**src/slasm_pkg.sv**
```systemverilog
// Shared types, codes and helpers of the serial receive line assembler.
package slasm_pkg;

    // Result kinds.
    localparam logic [1:0] KIND_ECHO = 2'd0;
    localparam logic [1:0] KIND_DATA = 2'd1;
    localparam logic [1:0] KIND_DONE = 2'd2;
    localparam logic [1:0] KIND_ERR  = 2'd3;

    // Command codes from the front part to the back part.
    localparam logic [1:0] OP_BYTE = 2'd0;
    localparam logic [1:0] OP_READ = 2'd1;
    localparam logic [1:0] OP_BAD  = 2'd2;

    // Line terminators.
    localparam logic [7:0] CHAR_CR = 8'h0D;
    localparam logic [7:0] CHAR_LF = 8'h0A;

    // One input beat.
    typedef struct packed {
        logic       mode;
        logic [7:0] rx_byte;
        logic [6:0] read_length;
    } t_in_item;

    // One result beat.
    typedef struct packed {
        logic [1:0] kind;
        logic [7:0] data;
        logic [5:0] line_length;
        logic       last;
    } t_out_item;

    // A classified command; val holds the byte or the read length.
    typedef struct packed {
        logic [1:0] op;
        logic [7:0] val;
    } t_cmd;

    // True for carriage return or line feed.
    function automatic logic is_term(input logic [7:0] c);
        return (c == CHAR_CR) || (c == CHAR_LF);
    endfunction

endpackage

```
**src/slasm_front.sv**
```systemverilog
// Front part: accepts input beats, classifies them and queues commands.
module slasm_front
    import slasm_pkg::*;
#(
    parameter int LINE_MAX = 64
) (
    input  logic     i_clk,
    input  logic     i_rst_n,
    input  logic     i_in_valid,
    output logic     o_in_stall,
    input  t_in_item i_in_item,
    output logic     o_cmd_valid,
    output t_cmd     o_cmd,
    input  logic     i_cmd_pop
);

    logic [1:0] r_cnt, n_cnt;
    logic       r_wr, n_wr;
    logic       r_rd, n_rd;
    t_cmd       r_q [2];
    t_cmd       w_cmd;
    logic       w_push;

    // Classify the incoming beat.
    always_comb begin
        if (i_in_item.mode) begin
            w_cmd.val = {1'b0, i_in_item.read_length};
            if (i_in_item.read_length == 7'd0 || i_in_item.read_length > 7'(LINE_MAX)) begin
                w_cmd.op = OP_BAD;
            end else begin
                w_cmd.op = OP_READ;
            end
        end else begin
            w_cmd.op  = OP_BYTE;
            w_cmd.val = i_in_item.rx_byte;
        end
    end

    // Two-entry command queue.
    assign o_in_stall  = (r_cnt == 2'd2);
    assign w_push      = i_in_valid && !o_in_stall;
    assign o_cmd_valid = (r_cnt != 2'd0);
    assign o_cmd       = r_q[r_rd];

    always_comb begin
        n_wr  = r_wr ^ w_push;
        n_rd  = r_rd ^ i_cmd_pop;
        n_cnt = r_cnt + 2'(w_push) - 2'(i_cmd_pop);
    end

    always_ff @(posedge i_clk) begin
        if (!i_rst_n) begin
            r_cnt <= 2'd0;
            r_wr  <= 1'b0;
            r_rd  <= 1'b0;
        end else begin
            r_cnt <= n_cnt;
            r_wr  <= n_wr;
            r_rd  <= n_rd;
        end
    end

    always_ff @(posedge i_clk) begin
        if (w_push) begin
            r_q[r_wr] <= w_cmd;
        end
    end

endmodule

```
**src/slasm_back.sv**
```systemverilog
// Back part: byte FIFO, line state and result sequencing.
module slasm_back
    import slasm_pkg::*;
#(
    parameter int FIFO_DEPTH = 64
) (
    input  logic      i_clk,
    input  logic      i_rst_n,
    input  logic      i_cmd_valid,
    input  t_cmd      i_cmd,
    output logic      o_cmd_pop,
    output logic      o_out_valid,
    input  logic      i_out_stall,
    output t_out_item o_out_item
);

    localparam int PW = (FIFO_DEPTH > 1) ? $clog2(FIFO_DEPTH) : 1;
    localparam int CW = $clog2(FIFO_DEPTH + 1);

    localparam logic [2:0] S_IDLE  = 3'd0;
    localparam logic [2:0] S_ECHO  = 3'd1;
    localparam logic [2:0] S_LINE  = 3'd2;
    localparam logic [2:0] S_DRAIN = 3'd3;
    localparam logic [2:0] S_FETCH = 3'd4;
    localparam logic [2:0] S_DONE  = 3'd5;
    localparam logic [2:0] S_ERR   = 3'd6;

    logic [2:0]    r_state, n_state;
    logic [PW-1:0] r_head, n_head;
    logic [PW-1:0] r_tail, n_tail;
    logic [CW-1:0] r_count, n_count;
    logic          r_active, n_active;
    logic [5:0]    r_stored, n_stored;
    logic [6:0]    r_size, n_size;
    logic          r_out_valid, n_out_valid;
    t_out_item     r_out, n_out;
    t_cmd          r_cmd, n_cmd;
    logic [7:0]    r_rd_data;
    logic [7:0]    r_mem [FIFO_DEPTH];
    logic          w_push;
    logic          w_can_emit;
    logic          w_room;
    logic          w_room_after;
    logic [5:0]    w_stored_inc;

    assign o_out_valid  = r_out_valid;
    assign o_out_item   = r_out;
    assign w_can_emit   = !r_out_valid || !i_out_stall;
    assign w_stored_inc = r_stored + 6'd1;
    // Room for one more byte now, and after storing one more.
    assign w_room       = ({1'b0, r_stored} + 7'd1) < r_size;
    assign w_room_after = ({1'b0, r_stored} + 7'd2) < r_size;

    // Sequencer: writes results into the output register; a new command is taken only in idle.
    always_comb begin
        n_state     = r_state;
        n_head      = r_head;
        n_tail      = r_tail;
        n_count     = r_count;
        n_active    = r_active;
        n_stored    = r_stored;
        n_size      = r_size;
        n_cmd       = r_cmd;
        n_out       = r_out;
        n_out_valid = r_out_valid && i_out_stall;
        w_push      = 1'b0;
        o_cmd_pop   = 1'b0;

        case (r_state)
            S_IDLE: begin
                if (i_cmd_valid) begin
                    o_cmd_pop = 1'b1;
                    n_cmd     = i_cmd;
                    case (i_cmd.op)
                        OP_BYTE: n_state = S_ECHO;
                        OP_READ: begin
                            n_size   = i_cmd.val[6:0];
                            n_stored = 6'd0;
                            n_active = 1'b1;
                            n_state  = S_DRAIN;
                        end
                        default: n_state = S_ERR;
                    endcase
                end
            end
            S_ECHO: begin
                if (w_can_emit) begin
                    n_out_valid = 1'b1;
                    n_out       = '{KIND_ECHO, r_cmd.val, r_stored, !r_active};
                    if (r_active) begin
                        n_state = S_LINE;
                    end else begin
                        n_state = S_IDLE;
                        if (r_count < CW'(FIFO_DEPTH)) begin
                            w_push  = 1'b1;
                            n_head  = (r_head == PW'(FIFO_DEPTH - 1)) ? '0 : r_head + 1'b1;
                            n_count = r_count + 1'b1;
                        end
                    end
                end
            end
            S_LINE: begin
                if (w_can_emit) begin
                    n_out_valid = 1'b1;
                    if (is_term(r_cmd.val)) begin
                        n_active = 1'b0;
                        n_out    = '{KIND_DONE, 8'd0, r_stored, 1'b1};
                        n_state  = S_IDLE;
                    end else begin
                        // An active line always has room for one more byte.
                        n_stored = w_stored_inc;
                        n_out    = '{KIND_DATA, r_cmd.val, w_stored_inc, w_room_after};
                        n_state  = w_room_after ? S_IDLE : S_DONE;
                    end
                end
            end
            S_DRAIN: begin
                if (w_room && r_count != '0) begin
                    n_state = S_FETCH;
                end else if (!w_room) begin
                    n_state = S_DONE;
                end else begin
                    n_state = S_IDLE;
                end
            end
            S_FETCH: begin
                if (w_can_emit) begin
                    n_out_valid = 1'b1;
                    n_tail      = (r_tail == PW'(FIFO_DEPTH - 1)) ? '0 : r_tail + 1'b1;
                    n_count     = r_count - 1'b1;
                    if (is_term(r_rd_data)) begin
                        n_active = 1'b0;
                        n_out    = '{KIND_DONE, 8'd0, r_stored, 1'b1};
                        n_state  = S_IDLE;
                    end else begin
                        n_stored = w_stored_inc;
                        n_out    = '{KIND_DATA, r_rd_data, w_stored_inc,
                                     w_room_after && (r_count == CW'(1))};
                        n_state  = S_DRAIN;
                    end
                end
            end
            S_DONE: begin
                if (w_can_emit) begin
                    n_out_valid = 1'b1;
                    n_active    = 1'b0;
                    n_out       = '{KIND_DONE, 8'd0, r_stored, 1'b1};
                    n_state     = S_IDLE;
                end
            end
            S_ERR: begin
                if (w_can_emit) begin
                    n_out_valid = 1'b1;
                    n_out       = '{KIND_ERR, 8'd0, r_stored, 1'b1};
                    n_state     = S_IDLE;
                end
            end
            default: n_state = S_IDLE;
        endcase
    end

    // Control state.
    always_ff @(posedge i_clk) begin
        if (!i_rst_n) begin
            r_state     <= S_IDLE;
            r_head      <= '0;
            r_tail      <= '0;
            r_count     <= '0;
            r_active    <= 1'b0;
            r_stored    <= 6'd0;
            r_size      <= 7'd0;
            r_out_valid <= 1'b0;
        end else begin
            r_state     <= n_state;
            r_head      <= n_head;
            r_tail      <= n_tail;
            r_count     <= n_count;
            r_active    <= n_active;
            r_stored    <= n_stored;
            r_size      <= n_size;
            r_out_valid <= n_out_valid;
        end
    end

    // Payload registers.
    always_ff @(posedge i_clk) begin
        r_out <= n_out;
        r_cmd <= n_cmd;
    end

    // Byte FIFO memory with registered read at the tail.
    always_ff @(posedge i_clk) begin
        if (w_push) begin
            r_mem[r_head] <= r_cmd.val;
        end
        r_rd_data <= r_mem[r_tail];
    end

endmodule

```
**src/serial_receive_line_assembler.sv**
```systemverilog
// Top level of the serial receive line assembler.
//
//  Channel | Direction | Handshake                 | Beat
//  input   | in        | i_in_valid / o_in_stall   | i_in_item (byte or read request)
//  output  | out       | o_out_valid / i_out_stall | o_out_item (echo, data, done, error)
//
// A received byte gives an echo result and, in an open line, a data or completion result,
// then a completion result when the line fills. A read request drains FIFO bytes, each of
// which waits on the registered read port of the FIFO memory, and gives a completion result
// when the line fills or a terminator is drained. An error gives one error result.
// A two-entry command queue lets input beats be taken while the back part works.
// Reset is synchronous and clears pointers, counts and the line state; the FIFO
// memory is not cleared. A stalled output holds its beat and holds back the next result.
module serial_receive_line_assembler
    import slasm_pkg::*;
#(
    parameter int FIFO_DEPTH = 64,
    parameter int LINE_MAX   = 64
) (
    input  logic      i_clk,
    input  logic      i_rst_n,
    input  logic      i_in_valid,
    output logic      o_in_stall,
    input  t_in_item  i_in_item,
    output logic      o_out_valid,
    input  logic      i_out_stall,
    output t_out_item o_out_item
);

    logic cmd_valid;
    t_cmd cmd;
    logic cmd_pop;

    // Front: classification and command queue.
    slasm_front #(
        .LINE_MAX(LINE_MAX)
    ) u_front (
        .i_clk      (i_clk),
        .i_rst_n    (i_rst_n),
        .i_in_valid (i_in_valid),
        .o_in_stall (o_in_stall),
        .i_in_item  (i_in_item),
        .o_cmd_valid(cmd_valid),
        .o_cmd      (cmd),
        .i_cmd_pop  (cmd_pop)
    );

    // Back: FIFO, line state and results.
    slasm_back #(
        .FIFO_DEPTH(FIFO_DEPTH)
    ) u_back (
        .i_clk      (i_clk),
        .i_rst_n    (i_rst_n),
        .i_cmd_valid(cmd_valid),
        .i_cmd      (cmd),
        .o_cmd_pop  (cmd_pop),
        .o_out_valid(o_out_valid),
        .i_out_stall(i_out_stall),
        .o_out_item (o_out_item)
    );

endmodule

```
**config.mk**
```make
export PLATFORM = sky130hd
export DESIGN_NAME = serial_receive_line_assembler
export DESIGN_NICKNAME = d
export VERILOG_FILES = /design/src/slasm_pkg.sv /design/src/slasm_front.sv /design/src/slasm_back.sv /design/src/serial_receive_line_assembler.sv
export SDC_FILE = /design/constraint.sdc
export NUM_CORES = 1
export LEC_CHECK = 0
export ABC_CLOCK_PERIOD_IN_PS = 4500
export BUFFER_PORTS_ARGS = -buffer_cell sky130_fd_sc_hd__buf_2
export CAP_MARGIN = 0
export CORE_ASPECT_RATIO = 2
export CORE_UTILIZATION = 60
export CTS_CLUSTER_DIAMETER = 40
export DETAILED_ROUTE_END_ITERATION = 6
export PLACE_DENSITY = 0.77
export RECOVER_POWER = 25
export SYNTH_ARGS = -nofsm -noshare
export SYNTH_HDL_FRONTEND = slang
export SYNTH_SLANG_ARGS = --single-unit
```
**constraint.sdc**
```tcl
create_clock -name i_clk -period 4.5 [get_ports i_clk]
set_input_delay 0.45 -clock i_clk [delete_from_list [all_inputs] [get_ports i_clk]]
set_output_delay 0.45 -clock i_clk [all_outputs]
set_load 0.1 [all_outputs]
```
# Word level (Yosys, flattened, before mapping)
# Memories as Yosys holds them, arrays and structs flattened. A register that Yosys moved wholly into a read port is not among the register bits.
# Index checks and enable logic that the tools add are counted.
[word_totals]
ramBits = 532
register_bits = 66
memories = 2
inputBits = 20
output_inout_bits = 19
word_cells = 153
[op_classes]
n_eq_ne = 29
n_mux = 58
n_reduce_logical = 32
magnitude_cmp = 4
addsub = 9
bitwise_logic = 3
[memory_table]
columns = ["name", "words", "word_bits", "read_ports", "rd_ports_with_merged_regs", "write_ports", "line", "text"]
rows = [
  ["u_back.r_mem", 64, 8, 1, 1, 1, "slasm_back.sv:39", "logic [7:0] r_mem [FIFO_DEPTH];"],
  ["u_front.r_q", 2, 10, 1, 1, 1, "slasm_front.sv:20", "t_cmd r_q [2];"],
]
[op_table]
columns = ["operator", "n"]
rows = [
  ["two-way mux 17 bit", 7],
  ["case mux 17 bit (5 select lines)", 1],
  ["two-way mux 6 bit", 8],
  ["== test 8 x 4 -> 1 bit (second input constant)", 4],
  ["two-way mux 7 bit", 4],
  ["two-way mux 3 bit", 9],
  ["two-way mux 1 bit", 20],
  ["adder 6 x 1 -> 6 bit (second input constant)", 3],
  ["!= test 2 x 1 -> 1 bit (second input constant)", 9],
  ["case mux 3 bit (6 select lines)", 1],
  ["case mux 6 bit (3 select lines)", 1],
  ["< comparator 7 bit", 2],
  ["case mux 7 bit (2 select lines)", 1],
  ["== test 6 bit (second input constant)", 2],
  ["two-way mux 10 bit", 1],
  ["!= test 2 bit (second input constant)", 5],
  ["AND reduction 5 bit", 2],
  ["== test 3 bit (second input constant)", 3],
  ["AND reduction 8 bit", 1],
  ["adder 6 x 1 -> 7 bit (second input constant)", 1],
  ["adder 6 x 2 -> 7 bit (second input constant)", 1],
  ["adder 7 x 1 -> 7 bit (second input constant)", 1],
  ["== test 7 x 1 -> 1 bit (second input constant)", 1],
  ["> comparator 7 bit (second input constant)", 1],
  ["31 further kinds", 46],
]

# Logic depth before layout (Yosys ltp)
# Gate-level depths: netlist (run 1).
[depth]
depth_word = 7
mapped_depth = 11
depth_no_buf = 11

# By module
# A second synthesis (run 1) with hierarchy kept.
[hier_totals]
hier_cells = 1351
hier_area_um2 = 24347.1
[by_module_without_submodules]
columns = ["module", "instances", "cells_each", "seq_area_each_um2", "area_each_um2"]
rows = [
  ["slasm_back", 1, 1279, 17026.3, 23258.6],
  ["slasm_front", 1, 72, 700.7, 1088.5],
]

# Worst setup path after synthesis (run 1)
# No wires, ideal clock.
[synth_path]
path_type = "flip-flop to flip-flop"
from = "reg u_back.r_cmd[1] in the netlist's numbering"
to = "reg u_back.r_out, in the netlist u_back.o_out_item[9] (data pin)"
stages_incl_launch_ff = 6
setup_time_ps = 259
setup_slack_ps = 1719
t_required_ps = 4241
path_buffers = 0
t_arrival_ps = 2523
synth_period_minus_slack_ps = 2781
path_cell_list = "edfxtp_1 > or3b_1 > a2111oi_4 > and2_2 > o21ai_0 > a22o_1"
[synth_rtl]
columns = ["item", "line", "text"]
rows = [
  ["from (decl)", "slasm_back.sv:37", "t_cmd r_cmd, n_cmd;"],
  ["from (signal assigned)", "slasm_back.sv:188", "r_cmd <= n_cmd;"],
  ["to (signal assigned)", "slasm_back.sv:187", "r_out <= n_out;"],
  ["to (decl)", "slasm_back.sv:36", "t_out_item r_out, n_out;"],
]

# Worst setup path in the final report (run 1)
[layout_path]
from = "reg u_back.r_cmd[6] in the netlist's numbering"
to = "mem u_back.r_mem[8][6] (data pin)"
[layout_rtl]
columns = ["item", "line"]
rows = [
  ["to (decl)", "slasm_back.sv:39"],
]
# No word-level cell before the write port.

==> qor.csv, run 1 <==
metric,value,unit
routed vias/inst,6.44,
Initial Util,0.609,
fin crit share,0.767,
Mapped Area,24600,sq um
clock sinks,607,
via count,12700,
Switching Power,4.14,mW
Worst Tran Pin Value,3350,ps
wire length per cell,28.0,microns
Synth warnings,0,
hold depth,2,
worst setup path start,u_back.r_cmd[6]$_DFFE_PP_,
pins over their slew limit,330,
total CTS buffers,48,
P per Cell Area,530,nW/um^2
cell area after layout,26800,sq um
Clock power frac,0.295,
Comb pwr share,0.195,
sequential area share after synthesis,0.721,
CP max FO,65,
r2r setup slk,1050,ps
post-layout util,0.665,
Placed Cells incl. Taps,1890,
Fillers,2631,
CP arrival,3340,ps
VDD IR max,0.000324,V
crit-path max cell delay,2330,ps
die width,145,microns
RSZ-0062 raised after global routing,false,
asr flop ratio synth,0,
Initial DRC Count,1071,
Post-synth EDFFs,557,
area delta synth->final,9.06,%
core box area,40300,sq um
RR Startpoint,u_back.r_cmd[6]$_DFFE_PP_,
Worst Skew,21.9,ps
Post-CTS Hold Buffers,0,
"Req. time, crit path",4390,ps
Post-DP HPWL,35.5,mm
Pint,10.1,mW
Yosys top cell area share,0.680,
share of post-route cells with drive strength above 1,0.194,
Placed Area,25300,sq um
initial antenna violation count,0,
n_diodes,0,
Final Setup Violations,0,
sw frac,0.291,
synth top area cells,"edfxtp_1 68%, mux4_2 10%, dfxtp_1 4.1%",
failing checks,"max-capacitance violations, max-slew violations",
Final Hold Fails,0,
Lkg Pwr,8.24,nW
TritonCTS clock tree,built,
TritonRoute pass-1 iters,7,
critical path class,reg2reg,
Post-Route WL,55.4,mm
Synth area leader,edfxtp_1,
f_max,290,MHz
CP Launch Type,flop,
placement row count,104,
gr usage total,0.273,
Routed Antenna Nets,0,
Hold Path Class,in2reg,
min cycle time layout,3450,ps
setup total negative slack,0,ps
largest net degree at the start of global routing,67,
clk buf depth,3,
CTS root buf,clkbuf_16,
nets,1453,
Finished Layout Cells,1977,
sequential power share,0.509,
vias in the first global route,13400,
worst r2r dst,u_back.r_mem[8][6]$_DFFE_PP_,
global-route wire length before repair,81.8,mm
post-synthesis register bit count,607,
Unique masters post-synth,63,
"CP delay by family, top",buffers and inverters,
reg2reg path depth,1,
aggregate global routing overflow,0,
Die Y-Extent,288,microns
# IOs,39,
post-CTS setup buffers,0,
# port buffers,38,
Post-Syn Nets,1415,
"Reg clk slew, reported paths",70,ps
max-cap check violation count,5,
Mapped Avg Cell Area,17.9,sq um
WP buf/inv,1,
DIE AREA,41800,sq um
Placer Congestion,0.924,
post_cts resized,0,
CP max-delay cell,clkbuf_1,
Main synth FF type,edfxtp_1,
Syn Inst Count,1372,
critical-path cell list,clkbuf_1,
run status,"finished, violations left",
DRC violations left,0,
H-tree levels,2,
hold_sp,i_in_item[11],
hold path endpoint,u_front.r_q[1][4]$_DFFE_PP_,
Critical Path End Type,flop,
slew margin rel.,-1.23,
clock latency on the worst-skew pair,580,ps
## cells by family after synthesis
kind of cell	Yosys count	share of synthesized area
adder cells (fa/ha/maj)	24	0.0121
AND/OR/NAND/NOR	263	0.0502
flip-flops	607	0.721
multiplexers	208	0.144
buffers and inverters	91	0.0179
XOR/XNOR	29	0.0103
AO/OA/AOI/OAI	150	0.0448
## power by group through the flow
stage	Sequential [mW]	Clock, mW	Combinational [mW]
floorplan	7.85	0	1.36
global placement	7.29	0	2.73
detailed placement	7.30	0	2.79
CTS	7.18	4.23	2.81
global route	7.28	4.44	2.94
finish	7.24	4.19	2.78
## state kept, by name, indices dropped and copies added, names as in the netlist, 2 cells and up, named ones only
signal,flops
u_back.r_mem,512
u_front.r_q,20
u_back.o_out_item,17
u_back.r_cmd,8
u_back.r_rd_data,8
u_back.r_count,7
u_back.r_size,7
u_back.r_head,6
u_back.r_stored,6
u_back.r_tail,6
u_back.r_state,3
u_front.r_cnt,2
## placed cells by master, fill, tap and decap left out, drive strengths merged, types with 5 or more instances in the layout
cell type  netlist  final
a211oi           8      8
a21oi           26     26
a221oi           8      8
a22o            22     22
a22oi            7      7
a31oi           16     16
and2             7      7
buf             43     51
clkbuf          26     65
clkinv           1     19
clkinvlp         0      6
dfxtp           50     50
edfxtp         557    557
ha              23     23
inv             21     21
mux2            36     36
mux2i           60     60
mux4           112    112
nand2           43     43
nand2b           8      8
nand3           15     15
nand3b           9      9
nand4           10     10
nor2           133    133
nor2b            9      9
nor3             7      7
nor3b            6      6
o21ai           17     17
o22ai           12     12
o31ai           14     14
or3b             5      5
xnor2           16     16
xor2            13     13
## stage by stage
step / total power, mW / hold slack, ps / worst slack (ps)
finish: 14.2 / 198 / 1050
global route: 14.7 / 191 / 772
CTS: 14.2 / 193 / 1370
detailed placement: 10.1 / 506 / 1330
global placement: 10.0 / 501 / 1430
floorplan: 9.22 / 467 / 1720
## synth_stat cells, drive strengths merged (8+ instances only)
library cell and n:
a211oi 8, a21oi 26, a221oi 8, a22o 22, a31oi 16, buf 43, clkbuf 26, dfxtp 50
edfxtp 557, ha 23, inv 21, mux2 36, mux2i 60, mux4 112, nand2 43, nand2b 8
nand3 15, nand3b 9, nand4 10, nor2 133, nor2b 9, o21ai 17, o22ai 12, o31ai 14
xnor2 16, xor2 13
## routing by layer
layer  vias up  global-route usage  wire [microns]
li1       5548                   -               -
met1      6451               0.275           17400
met2       537               0.514           30900
met3       201              0.0343            2710
met4         0               0.199            4340
met5         -                   0               0
## cell type report
type,count,area [sq um],share of cell area
clock buffer,59,1280,0.0479
tap,530,663,0.0247
multi-input combinational,674,6410,0.239
timing repair buffer,57,350,0.0131
inverter,22,82.6,0.00308
clock inverter,28,273,0.0102
sequential,607,17700,0.662
## how the worst max path moves through the flow
| stage | to | slack, ps | depth (start not counted) |
|---|---|---|---|
| CTS | u_back.r_mem[62][6]$_DFFE_PP_ | 1370 | 3 |
| finish | u_back.r_mem[8][6]$_DFFE_PP_ | 1050 | 1 |
| global placement | u_back.r_mem[62][3]$_DFFE_PP_ | 1430 | 3 |
| global route | u_back.r_mem[13][6]$_DFFE_PP_ | 770 | 1 |
| floorplan | u_back.o_out_item[9]$_DFFE_PP_ | 1720 | 5 |
| detailed placement | u_back.r_mem[57][7]$_DFFE_PP_ | 1330 | 3 |
Note: power is estimated with default switching activity, not from simulation.
==> run 2: changes to the inputs <==
--- a/config.mk
+++ b/config.mk
@@ -5,7 +5,7 @@
 export SDC_FILE = /design/constraint.sdc
 export NUM_CORES = 1
 export LEC_CHECK = 0
-export ABC_CLOCK_PERIOD_IN_PS = 4500
+export ABC_CLOCK_PERIOD_IN_PS = 3450
 export BUFFER_PORTS_ARGS = -buffer_cell sky130_fd_sc_hd__buf_2
 export CAP_MARGIN = 0
 export CORE_ASPECT_RATIO = 2
==> constraint.sdc (replaced) <==
create_clock -name i_clk -period 3.45 [get_ports i_clk]
set_input_delay 0.345 -clock i_clk [delete_from_list [all_inputs] [get_ports i_clk]]
set_output_delay 0.345 -clock i_clk [all_outputs]
set_load 0.1 [all_outputs]
==> run 2 against run 1 <==
Compared with the run above:
- register-to-register slack lost 630 ps
- largest cell class unchanged
- utilization rose by 0.88 points
- count of clock-buffer cells in the layout is 11 higher
- critical path type unchanged
- the run still ends with max-capacitance violations, max-slew violations left
- global-route usage down 0.86 points
- flip-flop and latch count unchanged
- highest routed layer unchanged
==> qor.csv, run 2 (synthesized netlist as in run 1, its figures left out) <==
metric,value,unit,change
run status,"finished, violations left",,unchanged
failing checks,"max-capacitance violations, max-slew violations",,unchanged
max FFs per register,512,,unchanged
setup total negative slack,0,ps,unchanged
CP Launch Type,flop,,unchanged
Clock power frac,0.296,,was 0.295
Final Setup Violations,0,,unchanged
pins over their slew limit,198,,was 330
Routed Antenna Nets,0,,unchanged
CP max FO,16,,was 65
Post-DP HPWL,35.2,mm,was 35.5 mm
Lkg Pwr,8.52,nW,was 8.24 nW
f_max,330,MHz,was 290 MHz
CP arrival,3240,ps,was 3340 ps
TritonRoute pass-1 iters,5,,was 7
CTS root buf,clkbuf_16,,unchanged
RSZ-0062 raised after global routing,false,,unchanged
Placer Congestion,0.997,,was 0.924
"most common cell after layout, fill and taps aside",edfxtp_1,,unchanged
vias in the first global route,13300,,was 13400
critical path class,reg2reg,,unchanged
Final Power,18.6,mW,was 14.2 mW
die width,145,microns,unchanged
Switching Power,5.38,mW,was 4.14 mW
CP max-delay cell,nor2_1,,was clkbuf_1
Initial Util,0.609,,unchanged
critical-path cell list,nor2_1 -> and4_1 -> nand4_1 -> nor2_1,,was clkbuf_1
clock latency on the worst-skew pair,580,ps,about the same
placement row count,104,,unchanged
aggregate global routing overflow,0,,unchanged
P per Cell Area,683,nW/um^2,was 530 nW/um^2
Critical Path End Type,flop,,unchanged
post_cts resized,0,,unchanged
area delta synth->final,10.5,%,was 9.06%
core box area,40300,sq um,unchanged
max-cap check violation count,3,,was 5
"Req. time, crit path",3650,ps,was 4390 ps
VDD IR max,0.000521,V,was 0.000324 V
total CTS buffers,49,,was 48
area used by multi-input combinational logic,6410,sq um,unchanged
"leading cell types in the layout, fill and taps excluded","557 x edfxtp_1, 133 x nor2_1, 112 x mux4_2, 60 x mux2i_1, 52 x buf_4",,"was 557 x edfxtp_1, 133 x nor2_1, 112 x mux4_2, 60 x mux2i_1, 50 x clkbuf_16"
gr usage total,0.264,,was 0.273
Placed Area,25600,sq um,was 25300 sq um
Reg with most FFs,u_back.r_mem,,unchanged
Initial DRC Count,953,,was 1071
min cycle time layout,3030,ps,was 3450 ps
DP Worst Slack,491,ps,was 1330 ps
slew margin rel.,-0.0856,,was -1.23
TritonCTS clock tree,built,,unchanged
post-layout util,0.673,,was 0.665
Final Hold Fails,0,,unchanged
routed vias/inst,6.37,,was 6.44
post-CTS setup buffers,0,,unchanged
DIE AREA,41800,sq um,unchanged
Die Y-Extent,288,microns,unchanged
via count,12900,,was 12700
crit-path max cell delay,770,ps,was 2330 ps
cell mode on critical path,nor2_1,,
clock sinks,607,,unchanged
Post-CTS Hold Buffers,0,,unchanged
H-tree levels,2,,unchanged
sequential power share,0.504,,was 0.509
Comb pwr share,0.200,,was 0.195
wire length per cell,26.8,microns,was 28.0 microns
Worst Skew,18.3,ps,was 21.9 ps
Post-Route WL,54.2,mm,was 55.4 mm
nets,1498,,was 1453
"Reg clk slew, reported paths",70,ps,about the same
Hold Path Class,in2reg,,unchanged
sw frac,0.290,,was 0.291
Pint,13.2,mW,was 10.1 mW
cell area after layout,27200,sq um,was 26800 sq um
share of post-route cells with drive strength above 1,0.220,,was 0.194
fin crit share,0.880,,was 0.767
global-route wire length before repair,81.0,mm,was 81.8 mm
WP buf/inv,0,,was 1
clk buf depth,3,,unchanged
initial antenna violation count,0,,unchanged
"CP delay by family, top",simple AND/OR/NAND/NOR gates,,was buffers and inverters
# port buffers,38,,unchanged
register area,17700,sq um,unchanged
Worst Tran Pin Value,1630,ps,was 3350 ps
# IOs,39,,unchanged
setup ws final,416,ps,was 1050 ps
largest net degree at the start of global routing,66,,was 67
Fillers,2589,,was 2631
DRC violations left,0,,unchanged
n_diodes,0,,unchanged
run 2: cell count changes in the layout (fill, tap and decap cells not counted), sizes merged:
cell and change:
clkinv -5, clkinvlp -4, bufinv -1, inv +4, buf +42, clkbuf +13
run 2: area by class of cell:
class / count / area share
inverter: 22 / 0.00304
tap: 530 / 0.0244
clock buffer: 70 / 0.0503
multi-input combinational: 674 / 0.236
sequential: 607 / 0.653
clock inverter: 22 / 0.00742
timing repair buffer: 101 / 0.0256
run 2: routing by layer:
layer | up-vias | wire [microns] | GRT usage
met4 | 0 | 2720 | 0.138
met3 | 151 | 2850 | 0.0311
met2 | 539 | 30500 | 0.506
met5 | - | 0 | 0
li1 | 5633 | - | -
met1 | 6589 | 18200 | 0.283
run 2: worst paths after layout:
check	end	start	slack [ps]	depth (start not counted)
setup / recovery	u_back.r_mem[63][6]$_DFFE_PP_	u_back.r_state[1]$_SDFFE_PN0P_	420	4
hold / removal	u_front.r_q[0][3]$_DFFE_PP_	i_in_item[10]	110	2
setup reg to reg	u_back.r_mem[63][6]$_DFFE_PP_	u_back.r_state[1]$_SDFFE_PN0P_	420	4
hold reg to reg	u_back.r_size[1]$_SDFFE_PN0P_	u_back.r_size[1]$_SDFFE_PN0P_	530	2
run 2: metrics by stage:
stage | hold WS, ps | std cells
3_3_place_gp | 493 | 1934
2_1_floorplan | 461 | 1372
5_1_grt | 100 | 2026
6_report | 109 | 2026
3_5_place_dp | 510 | 1934
4_1_cts | 81.2 | 2026
run 2: power by group through the flow:
stage | clock, mW | combinational [mW] | sequential [mW]
after global placement | 0 | 3.67 | 9.44
after global routing | 5.81 | 3.95 | 9.39
after CTS | 5.55 | 3.74 | 9.31
final | 5.49 | 3.70 | 9.36
after floorplan | 0 | 1.78 | 10.2
after detailed placement | 0 | 3.73 | 9.46
==> run 3: changes to the inputs <==
--- a/config.mk
+++ b/config.mk
@@ -9,6 +9,7 @@
 export BUFFER_PORTS_ARGS = -buffer_cell sky130_fd_sc_hd__buf_2
 export CAP_MARGIN = 0
 export CORE_ASPECT_RATIO = 2
+export CORE_MARGIN = 4
 export CORE_UTILIZATION = 60
 export CTS_CLUSTER_DIAMETER = 40
 export DETAILED_ROUTE_END_ITERATION = 6
==> run 3 against run 2 <==
Compared with the run above:
- the flow still finishes with violations (max-capacitance violations, max-slew violations)
- setup slack worse by 65 ps
- non-clock buffer count down 27
- critical path depth unchanged
- total power down 0.63%
- maximum frequency down 2.1%
- critical endpoint is now u_back.r_mem[57][6]$_DFFE_PP_
==> qor.csv, run 3 (synthesized netlist as in run 1, its figures left out) <==
metric,value,unit,change
Worst Tran Pin Value,1680,ps,was 1630 ps
slew margin rel.,-0.120,,was -0.0856
critical path class,reg2reg,,unchanged
critical-path cell list,nor2_1 -> and4_1 -> nand4_1 -> nor2_1,,unchanged
# port buffers,38,,unchanged
# IOs,39,,unchanged
area delta synth->final,9.53,%,was 10.5%
run status,"finished, violations left",,unchanged
Lkg Pwr,8.34,nW,was 8.52 nW
n_diodes,0,,unchanged
metal3 WL,2.99,mm,was 2.85 mm
Post-DP HPWL,35.6,mm,was 35.2 mm
nets,1470,,was 1498
"Reg clk slew, reported paths",70,ps,about the same
pins over their slew limit,264,,was 198
Critical Path End Type,flop,,unchanged
critical path depth,4,,unchanged
Final Setup Violations,0,,unchanged
reg2reg path depth,4,,unchanged
"CP delay by family, top",simple AND/OR/NAND/NOR gates,,unchanged
routed vias/inst,6.38,,was 6.37
RSZ-0062 raised after global routing,false,,unchanged
post_cts resized,0,,unchanged
setup total negative slack,0,ps,unchanged
Routed Antenna Nets,0,,unchanged
Finished Layout Cells,1995,,was 2026
gr usage total,0.252,,was 0.264
initial antenna violation count,0,,unchanged
Worst Skew,21.2,ps,was 18.3 ps
clk buf depth,3,,unchanged
CP max FO,16,,unchanged
hold depth,2,,unchanged
TritonRoute pass-1 iters,6,,was 5
P per Cell Area,685,nW/um^2,was 683 nW/um^2
CTS root buf,clkbuf_16,,unchanged
"leading cell types in the layout, fill and taps excluded","557 x edfxtp_1, 133 x nor2_1, 112 x mux4_2, 60 x mux2i_1, 48 x clkbuf_16",,"was 557 x edfxtp_1, 133 x nor2_1, 112 x mux4_2, 60 x mux2i_1, 52 x buf_4"
"most common cell after layout, fill and taps aside",edfxtp_1,,unchanged
met2 wire length,30.1,mm,was 30.5 mm
VDD IR max,0.000370,V,was 0.000521 V
failing checks,"max-capacitance violations, max-slew violations",,unchanged
WP buf/inv,0,,unchanged
"Req. time, crit path",3650,ps,about the same
Post-CTS Hold Buffers,0,,unchanged
global-route wire length before repair,81.9,mm,was 81.0 mm
DRC violations left,0,,unchanged
H-tree levels,2,,unchanged
via count,12700,,was 12900
cell mode on critical path,nor2_1,,unchanged
Post-Route WL,54.6,mm,was 54.2 mm
Placed Cells incl. Taps,1907,,was 1934
die width,151,microns,was 145 microns
aggregate global routing overflow,0,,unchanged
largest net degree at the start of global routing,66,,unchanged
CP max-delay cell,nor2_1,,unchanged
f_max,323,MHz,was 330 MHz
CP arrival,3300,ps,was 3240 ps
core box area,40300,sq um,unchanged
TritonCTS clock tree,built,,unchanged
share of post-route cells with drive strength above 1,0.210,,was 0.220
Initial Util,0.609,,unchanged
top sig layer,met4,,unchanged
Hold Path Class,in2reg,,unchanged
crit-path max cell delay,760,ps,was 770 ps
Initial DRC Count,1095,,was 953
total CTS buffers,48,,was 49
max-cap check violation count,4,,was 3
fin crit share,0.898,,was 0.880
post-CTS setup buffers,0,,unchanged
max FFs per register,512,,unchanged
clock sinks,607,,unchanged
Reg with most FFs,u_back.r_mem,,unchanged
placement row count,104,,unchanged
wire length per cell,27.3,microns,was 26.8 microns
Placer Congestion,0.929,,was 0.997
Final Hold Fails,0,,unchanged
clock latency on the worst-skew pair,580,ps,about the same
Die Y-Extent,294,microns,was 288 microns
CP Launch Type,flop,,unchanged
WL met1,17.9,mm,was 18.2 mm
vias in the first global route,13300,,about the same
min cycle time layout,3100,ps,was 3030 ps
DIE AREA,44500,sq um,was 41800 sq um
[run 3: through the flow]
stage                util  hold WS, ps  area, sq um  total power [mW]  setup slack (ps)
global placement    0.630          494        25400              13.1               632
finish              0.667          110        26900              18.4               351
detailed placement  0.630          507        25400              13.2               462
CTS                 0.668         94.3        26900              18.5               416
floorplan               -          461        24600              12.0               669
global route        0.667          109        26900              19.1               138
[run 3: worst paths after layout]
path	end	startpoint	slack, ps
max	u_back.r_mem[57][6]$_DFFE_PP_	u_back.r_state[1]$_SDFFE_PN0P_	350
min reg2reg	u_front.r_rd$_SDFF_PN0_	u_front.r_rd$_SDFF_PN0_	520
max reg2reg	u_back.r_mem[57][6]$_DFFE_PP_	u_back.r_state[1]$_SDFFE_PN0P_	350
min	u_front.r_q[1][5]$_DFFE_PP_	i_in_item[12]	110
[run 3: layout make-up]
class                      instances  area (sq um)
clock buffer                      56          1230
clock inverter                    32           290
timing repair buffer              74           502
fill                            2621         13400
tap                              530           663
inverter                          22          82.6
multi-input combinational        674          6410
sequential                       607         17700
[run 3: where the power goes]
group          leakage [nW]  total, mW  internal (mW)  switching, mW
clock network         0.737       5.36           2.83           2.53
registers              5.44       9.36           9.09          0.265
logic                  2.17       3.72           1.07           2.65
[run 3: worst reg2reg max path, stage by stage, from the launching register on]
cell and delay (ps):
dfxtp_1 480, nor2_1 330, and4_1 520, nand4_1 640
nor2_1 760
[run 3: layer usage]
metal / vias up / global-route usage
li1: 5572 / -
met1: 6483 / 0.285
met2: 507 / 0.454
met3: 175 / 0.0324
met4: 0 / 0.140
met5: - / 0
